**config.mk**
```make
export PLATFORM = sky130hd
export DESIGN_NAME = touch_button_dispatch
export DESIGN_NICKNAME = d
export VERILOG_FILES = /design/src/design/tbd_pkg.sv /design/src/design/touch_button_dispatch.sv /design/src/design/tbd_hit_test.sv
export SDC_FILE = /design/constraint.sdc
export NUM_CORES = 1
export LEC_CHECK = 0
export ABC_CLOCK_PERIOD_IN_PS = 8800
export BUFFER_PORTS_ARGS = -buffer_cell sky130_fd_sc_hd__buf_2
export CORE_ASPECT_RATIO = 1.75
export CORE_MARGIN = 1.5
export CORE_UTILIZATION = 48
export DETAILED_ROUTE_END_ITERATION = 12
export PLACE_DENSITY = 0.73
export SYNTH_ARGS = -nofsm -noshare
export SYNTH_HDL_FRONTEND = slang
export SYNTH_HIERARCHICAL = 1
export SYNTH_SLANG_ARGS = --single-unit
```
**constraint.sdc**
```tcl
create_clock -name i_clk -period 8.8 [get_ports i_clk]
set_clock_uncertainty 0.2 [all_clocks]
set_input_delay 0.88 -clock i_clk [delete_from_list [all_inputs] [get_ports i_clk]]
set_output_delay 0.88 -clock i_clk [all_outputs]
set_load 0.005 [all_outputs]
```
**src/design/tbd_pkg.sv**
```systemverilog
// Package for the touch button dispatch block: entry record, hit-test
// status and the function, event and kind codes.
// No dependencies.
package tbd_pkg;

    // Item function codes
    localparam logic [1:0] FUNC_TOUCH = 2'd0;
    localparam logic [1:0] FUNC_ADD   = 2'd1;
    localparam logic [1:0] FUNC_CLEAR = 2'd2;

    // Event codes
    localparam logic [1:0] EV_NONE    = 2'd0;
    localparam logic [1:0] EV_PRESS   = 2'd1;
    localparam logic [1:0] EV_CANCEL  = 2'd2;
    localparam logic [1:0] EV_RELEASE = 2'd3;

    // Widget kind that responds to touches
    localparam logic [1:0] KIND_BUTTON = 2'd2;

    // One widget table entry as held in the entry memory
    typedef struct packed {
        logic [1:0]  kind;
        logic [15:0] left;
        logic [15:0] top;
        logic [15:0] width;
        logic [15:0] height;
        logic        enable;
        logic        pressed;
    } t_entry;

    // Hit-test status handed from the hit tester to the sequencer
    typedef struct packed {
        logic in_rect;     // point within the rectangle
        logic claimable;   // enabled button
    } t_hit;

endpackage

```
**src/design/touch_button_dispatch.sv**
```systemverilog
// Add, clear and no-op items are answered from dispatch; a held or lifted touch on an
// active button first reads its entry, and a new touch scans entries newest first.
// The next transaction is taken the cycle after the result is loaded, so an item is
// accepted only once the last one is done; a full output register holds the load back.
// Reset (sync, active low) empties the table and frees the active slot; entry memory
// is left undefined and no clearing pass runs. Depends on tbd_pkg and tbd_hit_test.
module touch_button_dispatch
    import tbd_pkg::*;
#(
    parameter int MAX_ENTRIES = 16
) (
    input  logic        i_clk,
    input  logic        i_rst_n,
    // input channel
    input  logic        i_in_valid,
    output logic        o_in_ready,
    input  logic [1:0]  i_func,
    input  logic [15:0] i_touch_x,
    input  logic [15:0] i_touch_y,
    input  logic        i_touching,
    input  logic [1:0]  i_widget_kind,
    input  logic [15:0] i_rect_left,
    input  logic [15:0] i_rect_top,
    input  logic [15:0] i_rect_width,
    input  logic [15:0] i_rect_height,
    input  logic        i_enable_flag,
    // result channel
    output logic        o_out_valid,
    input  logic        i_out_ready,
    output logic [1:0]  o_event_code,
    output logic [3:0]  o_entry_index,
    output logic        o_shown_pressed,
    output logic        o_redraw,
    output logic        o_add_accepted
);

    localparam int IDX_W = (MAX_ENTRIES > 1) ? $clog2(MAX_ENTRIES) : 1;
    localparam int CNT_W = $clog2(MAX_ENTRIES + 1);

    typedef enum logic [4:0] {
        S_IDLE     = 5'b00001,
        S_DISPATCH = 5'b00010,
        S_SCAN     = 5'b00100,
        S_HELD     = 5'b01000,
        S_LIFT     = 5'b10000
    } t_state;

    t_state r_state, n_state;

    // control state
    logic [CNT_W-1:0] r_count, n_count;
    logic             r_active_valid, n_active_valid;
    logic [IDX_W-1:0] r_active_slot, n_active_slot;
    logic [IDX_W-1:0] r_ptr, n_ptr;

    // captured transaction
    logic [1:0]  r_func;
    logic [15:0] r_x, r_y;
    logic        r_touching;
    logic [1:0]  r_kind;
    logic [15:0] r_left, r_top, r_width, r_height;
    logic        r_enable;

    // entry memory, registered read
    t_entry           r_mem [MAX_ENTRIES];
    t_entry           r_rd_data;
    logic             w_rd_en;
    logic [IDX_W-1:0] w_rd_addr;
    logic             w_wr_en;
    logic [IDX_W-1:0] w_wr_addr;
    t_entry           w_wr_data;

    // result path
    logic             r_out_valid;
    logic [1:0]       r_out_ev;
    logic [3:0]       r_out_idx;
    logic             r_out_shown;
    logic             r_out_redraw;
    logic             r_out_acc;
    logic             w_out_free;
    logic             w_load;
    logic [1:0]       w_res_ev;
    logic [IDX_W-1:0] w_res_idx;
    logic [IDX_W+3:0] w_res_idx_ext;
    logic             w_res_shown;
    logic             w_res_redraw;
    logic             w_res_acc;

    logic [CNT_W-1:0] w_count_m1;
    logic [IDX_W-1:0] w_last;
    t_hit             w_hit;

    assign o_in_ready = (r_state == S_IDLE);
    assign w_out_free = !r_out_valid || i_out_ready;
    assign w_count_m1 = r_count - CNT_W'(1);
    assign w_last     = w_count_m1[IDX_W-1:0];

    // Hit test on the entry just read
    tbd_hit_test u_hit (
        .i_entry (r_rd_data),
        .i_x     (r_x),
        .i_y     (r_y),
        .o_hit   (w_hit)
    );

    // Capture the transaction payload
    always_ff @(posedge i_clk) begin
        if (i_in_valid && o_in_ready) begin
            r_func     <= i_func;
            r_x        <= i_touch_x;
            r_y        <= i_touch_y;
            r_touching <= i_touching;
            r_kind     <= i_widget_kind;
            r_left     <= i_rect_left;
            r_top      <= i_rect_top;
            r_width    <= i_rect_width;
            r_height   <= i_rect_height;
            r_enable   <= i_enable_flag;
        end
    end

    // Entry memory: one write port, one read port.
    // Writes only happen when a transaction finishes, before the next transaction
    // passes through the idle state and reads, so no forwarding is needed.
    always_ff @(posedge i_clk) begin
        if (w_wr_en) begin
            r_mem[w_wr_addr] <= w_wr_data;
        end
        if (w_rd_en) begin
            r_rd_data <= r_mem[w_rd_addr];
        end
    end

    // Sequencer
    always_comb begin
        n_state        = r_state;
        n_count        = r_count;
        n_active_valid = r_active_valid;
        n_active_slot  = r_active_slot;
        n_ptr          = r_ptr;
        w_rd_en        = 1'b0;
        w_rd_addr      = r_ptr;
        w_wr_en        = 1'b0;
        w_wr_addr      = r_ptr;
        w_wr_data      = r_rd_data;
        w_load         = 1'b0;
        w_res_ev       = EV_NONE;
        w_res_idx      = '0;
        w_res_shown    = 1'b0;
        w_res_redraw   = 1'b0;
        w_res_acc      = 1'b0;

        unique case (r_state)
            S_IDLE: begin
                if (i_in_valid) begin
                    n_state = S_DISPATCH;
                end
            end

            S_DISPATCH: begin
                if (r_func == FUNC_TOUCH && r_active_valid) begin
                    // held or lifted: fetch the active entry
                    w_rd_en   = 1'b1;
                    w_rd_addr = r_active_slot;
                    n_state   = r_touching ? S_HELD : S_LIFT;
                end else if (r_func == FUNC_TOUCH && r_touching && r_count != '0) begin
                    // new touch: scan from the newest entry
                    w_rd_en   = 1'b1;
                    w_rd_addr = w_last;
                    n_ptr     = w_last;
                    n_state   = S_SCAN;
                end else if (w_out_free) begin
                    w_load  = 1'b1;
                    n_state = S_IDLE;
                    if (r_func == FUNC_ADD && r_count < CNT_W'(MAX_ENTRIES)) begin
                        w_wr_en           = 1'b1;
                        w_wr_addr         = r_count[IDX_W-1:0];
                        w_wr_data.kind    = r_kind;
                        w_wr_data.left    = r_left;
                        w_wr_data.top     = r_top;
                        w_wr_data.width   = r_width;
                        w_wr_data.height  = r_height;
                        w_wr_data.enable  = r_enable;
                        w_wr_data.pressed = 1'b0;
                        w_res_idx         = r_count[IDX_W-1:0];
                        w_res_acc         = 1'b1;
                        n_count           = r_count + CNT_W'(1);
                    end else if (r_func == FUNC_CLEAR) begin
                        n_count        = '0;
                        n_active_valid = 1'b0;
                        n_active_slot  = '0;
                    end
                end
            end

            S_SCAN: begin
                if (w_hit.claimable && w_hit.in_rect) begin
                    // claim this button
                    if (w_out_free) begin
                        w_load            = 1'b1;
                        n_state           = S_IDLE;
                        w_wr_en           = 1'b1;
                        w_wr_addr         = r_ptr;
                        w_wr_data.pressed = 1'b1;
                        w_res_redraw      = !r_rd_data.pressed;
                        w_res_ev          = r_rd_data.pressed ? EV_NONE : EV_PRESS;
                        w_res_idx         = r_ptr;
                        w_res_shown       = 1'b1;
                        n_active_valid    = 1'b1;
                        n_active_slot     = r_ptr;
                    end
                end else if (r_ptr == '0) begin
                    // nothing hit
                    if (w_out_free) begin
                        w_load  = 1'b1;
                        n_state = S_IDLE;
                    end
                end else begin
                    w_rd_en   = 1'b1;
                    w_rd_addr = r_ptr - IDX_W'(1);
                    n_ptr     = r_ptr - IDX_W'(1);
                end
            end

            S_HELD: begin
                if (w_out_free) begin
                    w_load            = 1'b1;
                    n_state           = S_IDLE;
                    w_wr_en           = 1'b1;
                    w_wr_addr         = r_active_slot;
                    w_wr_data.pressed = w_hit.in_rect;
                    w_res_redraw      = (r_rd_data.pressed != w_hit.in_rect);
                    if (r_rd_data.pressed != w_hit.in_rect) begin
                        w_res_ev = w_hit.in_rect ? EV_PRESS : EV_CANCEL;
                    end
                    w_res_idx         = r_active_slot;
                    w_res_shown       = w_hit.in_rect;
                end
            end

            S_LIFT: begin
                if (w_out_free) begin
                    w_load            = 1'b1;
                    n_state           = S_IDLE;
                    w_wr_en           = 1'b1;
                    w_wr_addr         = r_active_slot;
                    w_wr_data.pressed = 1'b0;
                    w_res_ev          = r_rd_data.pressed ? EV_RELEASE : EV_CANCEL;
                    w_res_redraw      = r_rd_data.pressed;
                    w_res_idx         = r_active_slot;
                    n_active_valid    = 1'b0;
                    n_active_slot     = '0;
                end
            end

            default: begin
                n_state = S_IDLE;
            end
        endcase
    end

    // Control registers
    always_ff @(posedge i_clk) begin
        if (!i_rst_n) begin
            r_state        <= S_IDLE;
            r_count        <= '0;
            r_active_valid <= 1'b0;
            r_active_slot  <= '0;
            r_ptr          <= '0;
        end else begin
            r_state        <= n_state;
            r_count        <= n_count;
            r_active_valid <= n_active_valid;
            r_active_slot  <= n_active_slot;
            r_ptr          <= n_ptr;
        end
    end

    // Output register
    assign w_res_idx_ext = {4'b0000, w_res_idx};

    always_ff @(posedge i_clk) begin
        if (!i_rst_n) begin
            r_out_valid <= 1'b0;
        end else if (w_load) begin
            r_out_valid <= 1'b1;
        end else if (i_out_ready) begin
            r_out_valid <= 1'b0;
        end
    end

    always_ff @(posedge i_clk) begin
        if (w_load) begin
            r_out_ev     <= w_res_ev;
            r_out_idx    <= w_res_idx_ext[3:0];
            r_out_shown  <= w_res_shown;
            r_out_redraw <= w_res_redraw;
            r_out_acc    <= w_res_acc;
        end
    end

    assign o_out_valid     = r_out_valid;
    assign o_event_code    = r_out_ev;
    assign o_entry_index   = r_out_idx;
    assign o_shown_pressed = r_out_shown;
    assign o_redraw        = r_out_redraw;
    assign o_add_accepted  = r_out_acc;

`ifndef SYNTHESIS
    // Table never overfills
    a_count_bound: assert property (@(posedge i_clk) disable iff (!i_rst_n)
        r_count <= CNT_W'(MAX_ENTRIES))
        else $error("entry count above table depth");

    // The active button is always a stored entry
    a_active_in_table: assert property (@(posedge i_clk) disable iff (!i_rst_n)
        r_active_valid |-> (CNT_W'(r_active_slot) < r_count))
        else $error("active slot outside the table");

    // An accepted transaction always goes to dispatch next
    a_accept_dispatch: assert property (@(posedge i_clk) disable iff (!i_rst_n)
        (i_in_valid && o_in_ready) |=> (r_state == S_DISPATCH))
        else $error("accepted transaction not dispatched");

    // Add results carry no touch event
    a_add_no_event: assert property (@(posedge i_clk) disable iff (!i_rst_n)
        (o_out_valid && o_add_accepted) |-> (o_event_code == EV_NONE && !o_redraw))
        else $error("add result carries an event");
`endif

endmodule

```
**src/design/tbd_hit_test.sv**
```systemverilog
// Rectangle hit test for one widget entry, edges wrap at 16 bits.
// Depends on tbd_pkg.
module tbd_hit_test
    import tbd_pkg::*;
(
    input  t_entry      i_entry,
    input  logic [15:0] i_x,
    input  logic [15:0] i_y,
    output t_hit        o_hit
);

    logic [15:0] w_right;
    logic [15:0] w_bottom;

    // Far edges, sums truncated to 16 bits
    assign w_right  = i_entry.left + i_entry.width;
    assign w_bottom = i_entry.top + i_entry.height;

    assign o_hit.in_rect = (i_x >= i_entry.left) && (i_x < w_right) &&
                           (i_y >= i_entry.top) && (i_y < w_bottom);
    assign o_hit.claimable = (i_entry.kind == KIND_BUTTON) && i_entry.enable;

endmodule
```
==> results by group <==
Power and ir drop
  – Design internal power: 9660 µW
  – Switching power: 2420 µW
  – Clock network fraction of total power: 41.7%
  – Relative contribution of sequential cells to total power: 56.0%
  – Largest vdd supply drop: 0.184 mV
  – Power density cells: 201 nW/µm²
  – Part of the total power dissipated in combinational logic: 2.4%
  – Standby leakage power: 0.0187 µW
  – Switching portion of total power: 20.0%

Layout
  – Most frequent standard cell in the layout excluding fill and tap cells: edfxtp_1
  – Finished Core Util: 54.6%
  – Layout overhead on the synthesized area: 12.9%
  – Most used cells in the layout excluding fill and tap cells: 1267 x edfxtp_1, 616 x mux2i_1, 136 x mux2_2
  – Nets: 3506
  – Share of final-layout standard cells stronger than drive strength 1: 16.2%

Place
  – Half-perimeter wire length after placement: 76100 µm
  – Routability Congestion: 0.899
  – Buffers on Ports: 116

Clocking
  – Clock root buffer master: clkbuf_16
  – TritonCTS sink count: 1287
  – Clock slew at reported path FFs: 0.07 ns
  – Total of cells resized after clock tree synthesis: 0
  – Largest buffer count on any clock path: 3
  – H-tree level count: 3
  – CTS tree: yes
  – Hold buffer count at CTS: 0
  – TritonCTS buffer count: 109
  – Setup fix buffers added after clock tree synthesis: 0
  – Later-pin clock latency in the skew report: 0.73 ns

Route
  – DRT Pass-1 Iters: 5
  – Vias: 28.5k
  – DRC violation count after routing: 0
  – Met2 Routed Length: 65400 µm
  – Violation count after the first detailed-routing iteration: 2556
  – Met3 wire length: 6680 µm
  – Total Routed Length: 127000 µm
  – Via density per instance: 5.86
  – Remaining number of nets flagged by the antenna check after routing: 0
  – Routed length on met1: 49300 µm
  – Avg WL per Cell: 26.0 µm
  – Highest routed layer: met4

Setup path
  – CP endpoint kind: flip-flop
  – R2R Setup Slk: 0.93 ns
  – Data arrival at the endpoint of the critical path: 8.11 ns
  – Worst setup path class: flip-flop to flip-flop
  – Biggest fanout along the worst timing path: 97
  – Endpoint of the worst register-to-register path: r_rd_data[24]
  – R2r startpoint: r_rd_data[4]
  – CP max-delay cell: or4_1
  – CP max stage delay: 0.60 ns
  – Critical path cell sequence: ha_1 > nor2b_1 > o31ai_1 > a21oi_1 > a211o_1 > a21oi_1 > xnor2_1 > ha_1 > a2111oi_2 > o21ai_1 > or4_1 > a311oi_1 > and4_1 > nand2_1 > and2_1 > nand2_1 > xnor2_1 > a22oi_2 > buf_4 > buf_12 > mux2i_1 > a22o_1 > nor3_1
  – Critical path destination: r_rd_data[24]
  – Required time at the worst-slack endpoint: 9.04 ns
  – Startpoint class of the critical path: flip-flop
  – Critical path origin: r_rd_data[4]
  – R2R cell count: 23

Worst hold path
  – Worst hold path depth: 1
  – Worst min-delay path class: primary input to flip-flop

Flow run
  – Number of maximum-capacitance violations: 0

Timing
  – Pins over their slew limit: 0
  – Clock period minus worst slack: 7.87 ns
  – Setup repair after global routing missed its margin: false
  – Worst slew margin relative to its limit: 26.1%
  – Tcrit/Tclk final: 89.5%
  – Maximum clock frequency: 127 MHz
  – Aggregate negative setup slack: 0 ns
  – Transition at the pin with the smallest max-transition slack: 1.10 ns
  – Final count of hold timing violations: 0
  – Setup violators final: 0

Floorplan
  – Die footprint: 113000 µm²
  – Floorplan die width: 255 µm
  – Number of placement rows: 161
  – Starting Density: 48.3%
  – Core footprint: 110000 µm²
  – Io pins: 117
  – Height of the chip: 443 µm

Yosys
  – Top flip-flop cell by instance count after synthesis: edfxtp_1
  – Library cell with the largest summed area after synthesis: edfxtp_1
  – Main area contributors after synthesis: edfxtp_1 72%, mux2i_1 12%, mux2_2 2.9%
  – Post-Synthesis Net Count: 3337
  – Total of flip-flops plus latches after synthesis: 1287
  – Portion of the post-synthesis area used by sequential elements: 72.3%
  – Netlist area before placement: 53200 µm²
  – Count of distinct cell types in the synthesized netlist: 67
  – Gate count of the mapped netlist: 3131
  – Synth warnings: 6
  – Mapped Avg Cell Area: 17.0 µm²
  – Async set-reset flop share out of synthesis: 0%
  – Yosys top cell area share: 71.6%
  – Count of flip-flops with a built-in enable after synthesis: 1267

Global routing
  – First-pass GRT wire length: 184000 µm
  – Initial antenna violation count: 4
  – Number of global-route vias before repair: 28.6k
  – Largest net degree at the start of global routing: 98
  – Global-route total usage across every layer: 22.4%
  – Congestion Overflow GR: 0

Run status
  – Status: finished, final reports clean
-- state kept, by name, summed over array words and instances (netlist names), 2 cells and up --
| register | count |
|---|---|
| o_entry_index | 4 |
| o_event_code | 2 |
| r_active_slot | 4 |
| r_count | 5 |
| r_func | 2 |
| r_height | 16 |
| r_kind | 2 |
| r_left | 16 |
| r_mem | 1088 |
| r_ptr | 4 |
| r_rd_data | 68 |
| r_state | 5 |
| r_top | 16 |
| r_width | 16 |
| r_x | 16 |
| r_y | 16 |
-- cell type report --
class	count	area [µm²]
inverter	54	203
sequential	1287	38400
fill	8576	50000
timing repair buffer	210	1870
clock buffer	123	2840
tap	1467	1840
clock inverter	80	895
multi-input combinational	1638	13900
antenna	2	5.00
-- synth_stat cells (7+ instances only) --
cell / instances
nor3_1: 80
xnor2_1: 16
nand2b_1: 12
a21o_1: 22
xor2_1: 15
mux2i_1: 616
clkbuf_1: 62
o21ai_0: 28
a22o_1: 71
nand3_1: 25
buf_6: 7
a211oi_1: 79
nor2_1: 137
ha_1: 98
inv_1: 53
a22oi_1: 7
o22ai_1: 72
nand4_1: 8
a21oi_1: 56
a31oi_1: 11
edfxtp_1: 1267
o211ai_1: 9
buf_4: 27
nand2_1: 54
mux2_2: 136
buf_2: 47
o21bai_1: 8
dfxtp_1: 20
-- kinds of logic after synthesis --
family                     synth area share (%)
DFF                                        72.3
muxes                                      14.5
AOI/OAI and AO/OA                          5.28
and+or+nand+nor                            3.12
buffers and inverters                      1.88
adders and majority gates                  2.38
xor gates and xnor gates                  0.511
-- stage by stage --
step	hold WS, ns	power, µW	area, µm²	setup WS, ns	cells
floorplan	0.250	7040	53200	0.853	3131
finish	0.125	12100	60000	0.926	4861
CTS	0.0764	12200	60000	0.947	4859
global route	0.107	12400	60000	0.415	4860
global placement	0.263	7180	56300	1.03	4656
detailed placement	0.272	7180	56300	0.997	4656
-- worst min path at each step --
stage | endpoint | startpoint | slack (ns)
after floorplan | r_active_slot[3] | r_active_slot[3] | 0.25
after global placement | r_active_slot[3] | r_active_slot[3] | 0.26
after detailed placement | r_active_slot[3] | r_active_slot[3] | 0.27
after CTS | r_height[2] | i_rect_height[2] | 0.08
after global routing | r_top[0] | i_rect_top[0] | 0.11
final | r_top[0] | i_rect_top[0] | 0.13
-- worst max-delay path, delay by kind of cell, from the launching register on --
kind	cells	cell delay, ns
mux	1	0.16
simple gates	7	2.36
flops	1	0.49
fa+ha+maj	2	0.62
xor+xnor	2	0.23
compound gates	9	2.55
buf+inv	2	0.76
-- layer usage --
layer | vias to the layer above | GRT usage, %
li1 | 12700 | -
met1 | 14600 | 27.7
met2 | 923 | 39.3
met3 | 250 | 2.84
met4 | 0 | 9.51
met5 | - | 0
-- power by group through the flow --
stage / Sequential [µW] / Clock (µW) / Combinational (µW)
6_report: 6760 / 5030 / 284
5_1_grt: 6760 / 5330 / 311
4_1_cts: 6760 / 5100 / 287
3_5_place_dp: 6890 / 0 / 285
3_3_place_gp: 6900 / 0 / 281
2_1_floorplan: 6860 / 0 / 186
(Power assumes the default switching activity.)
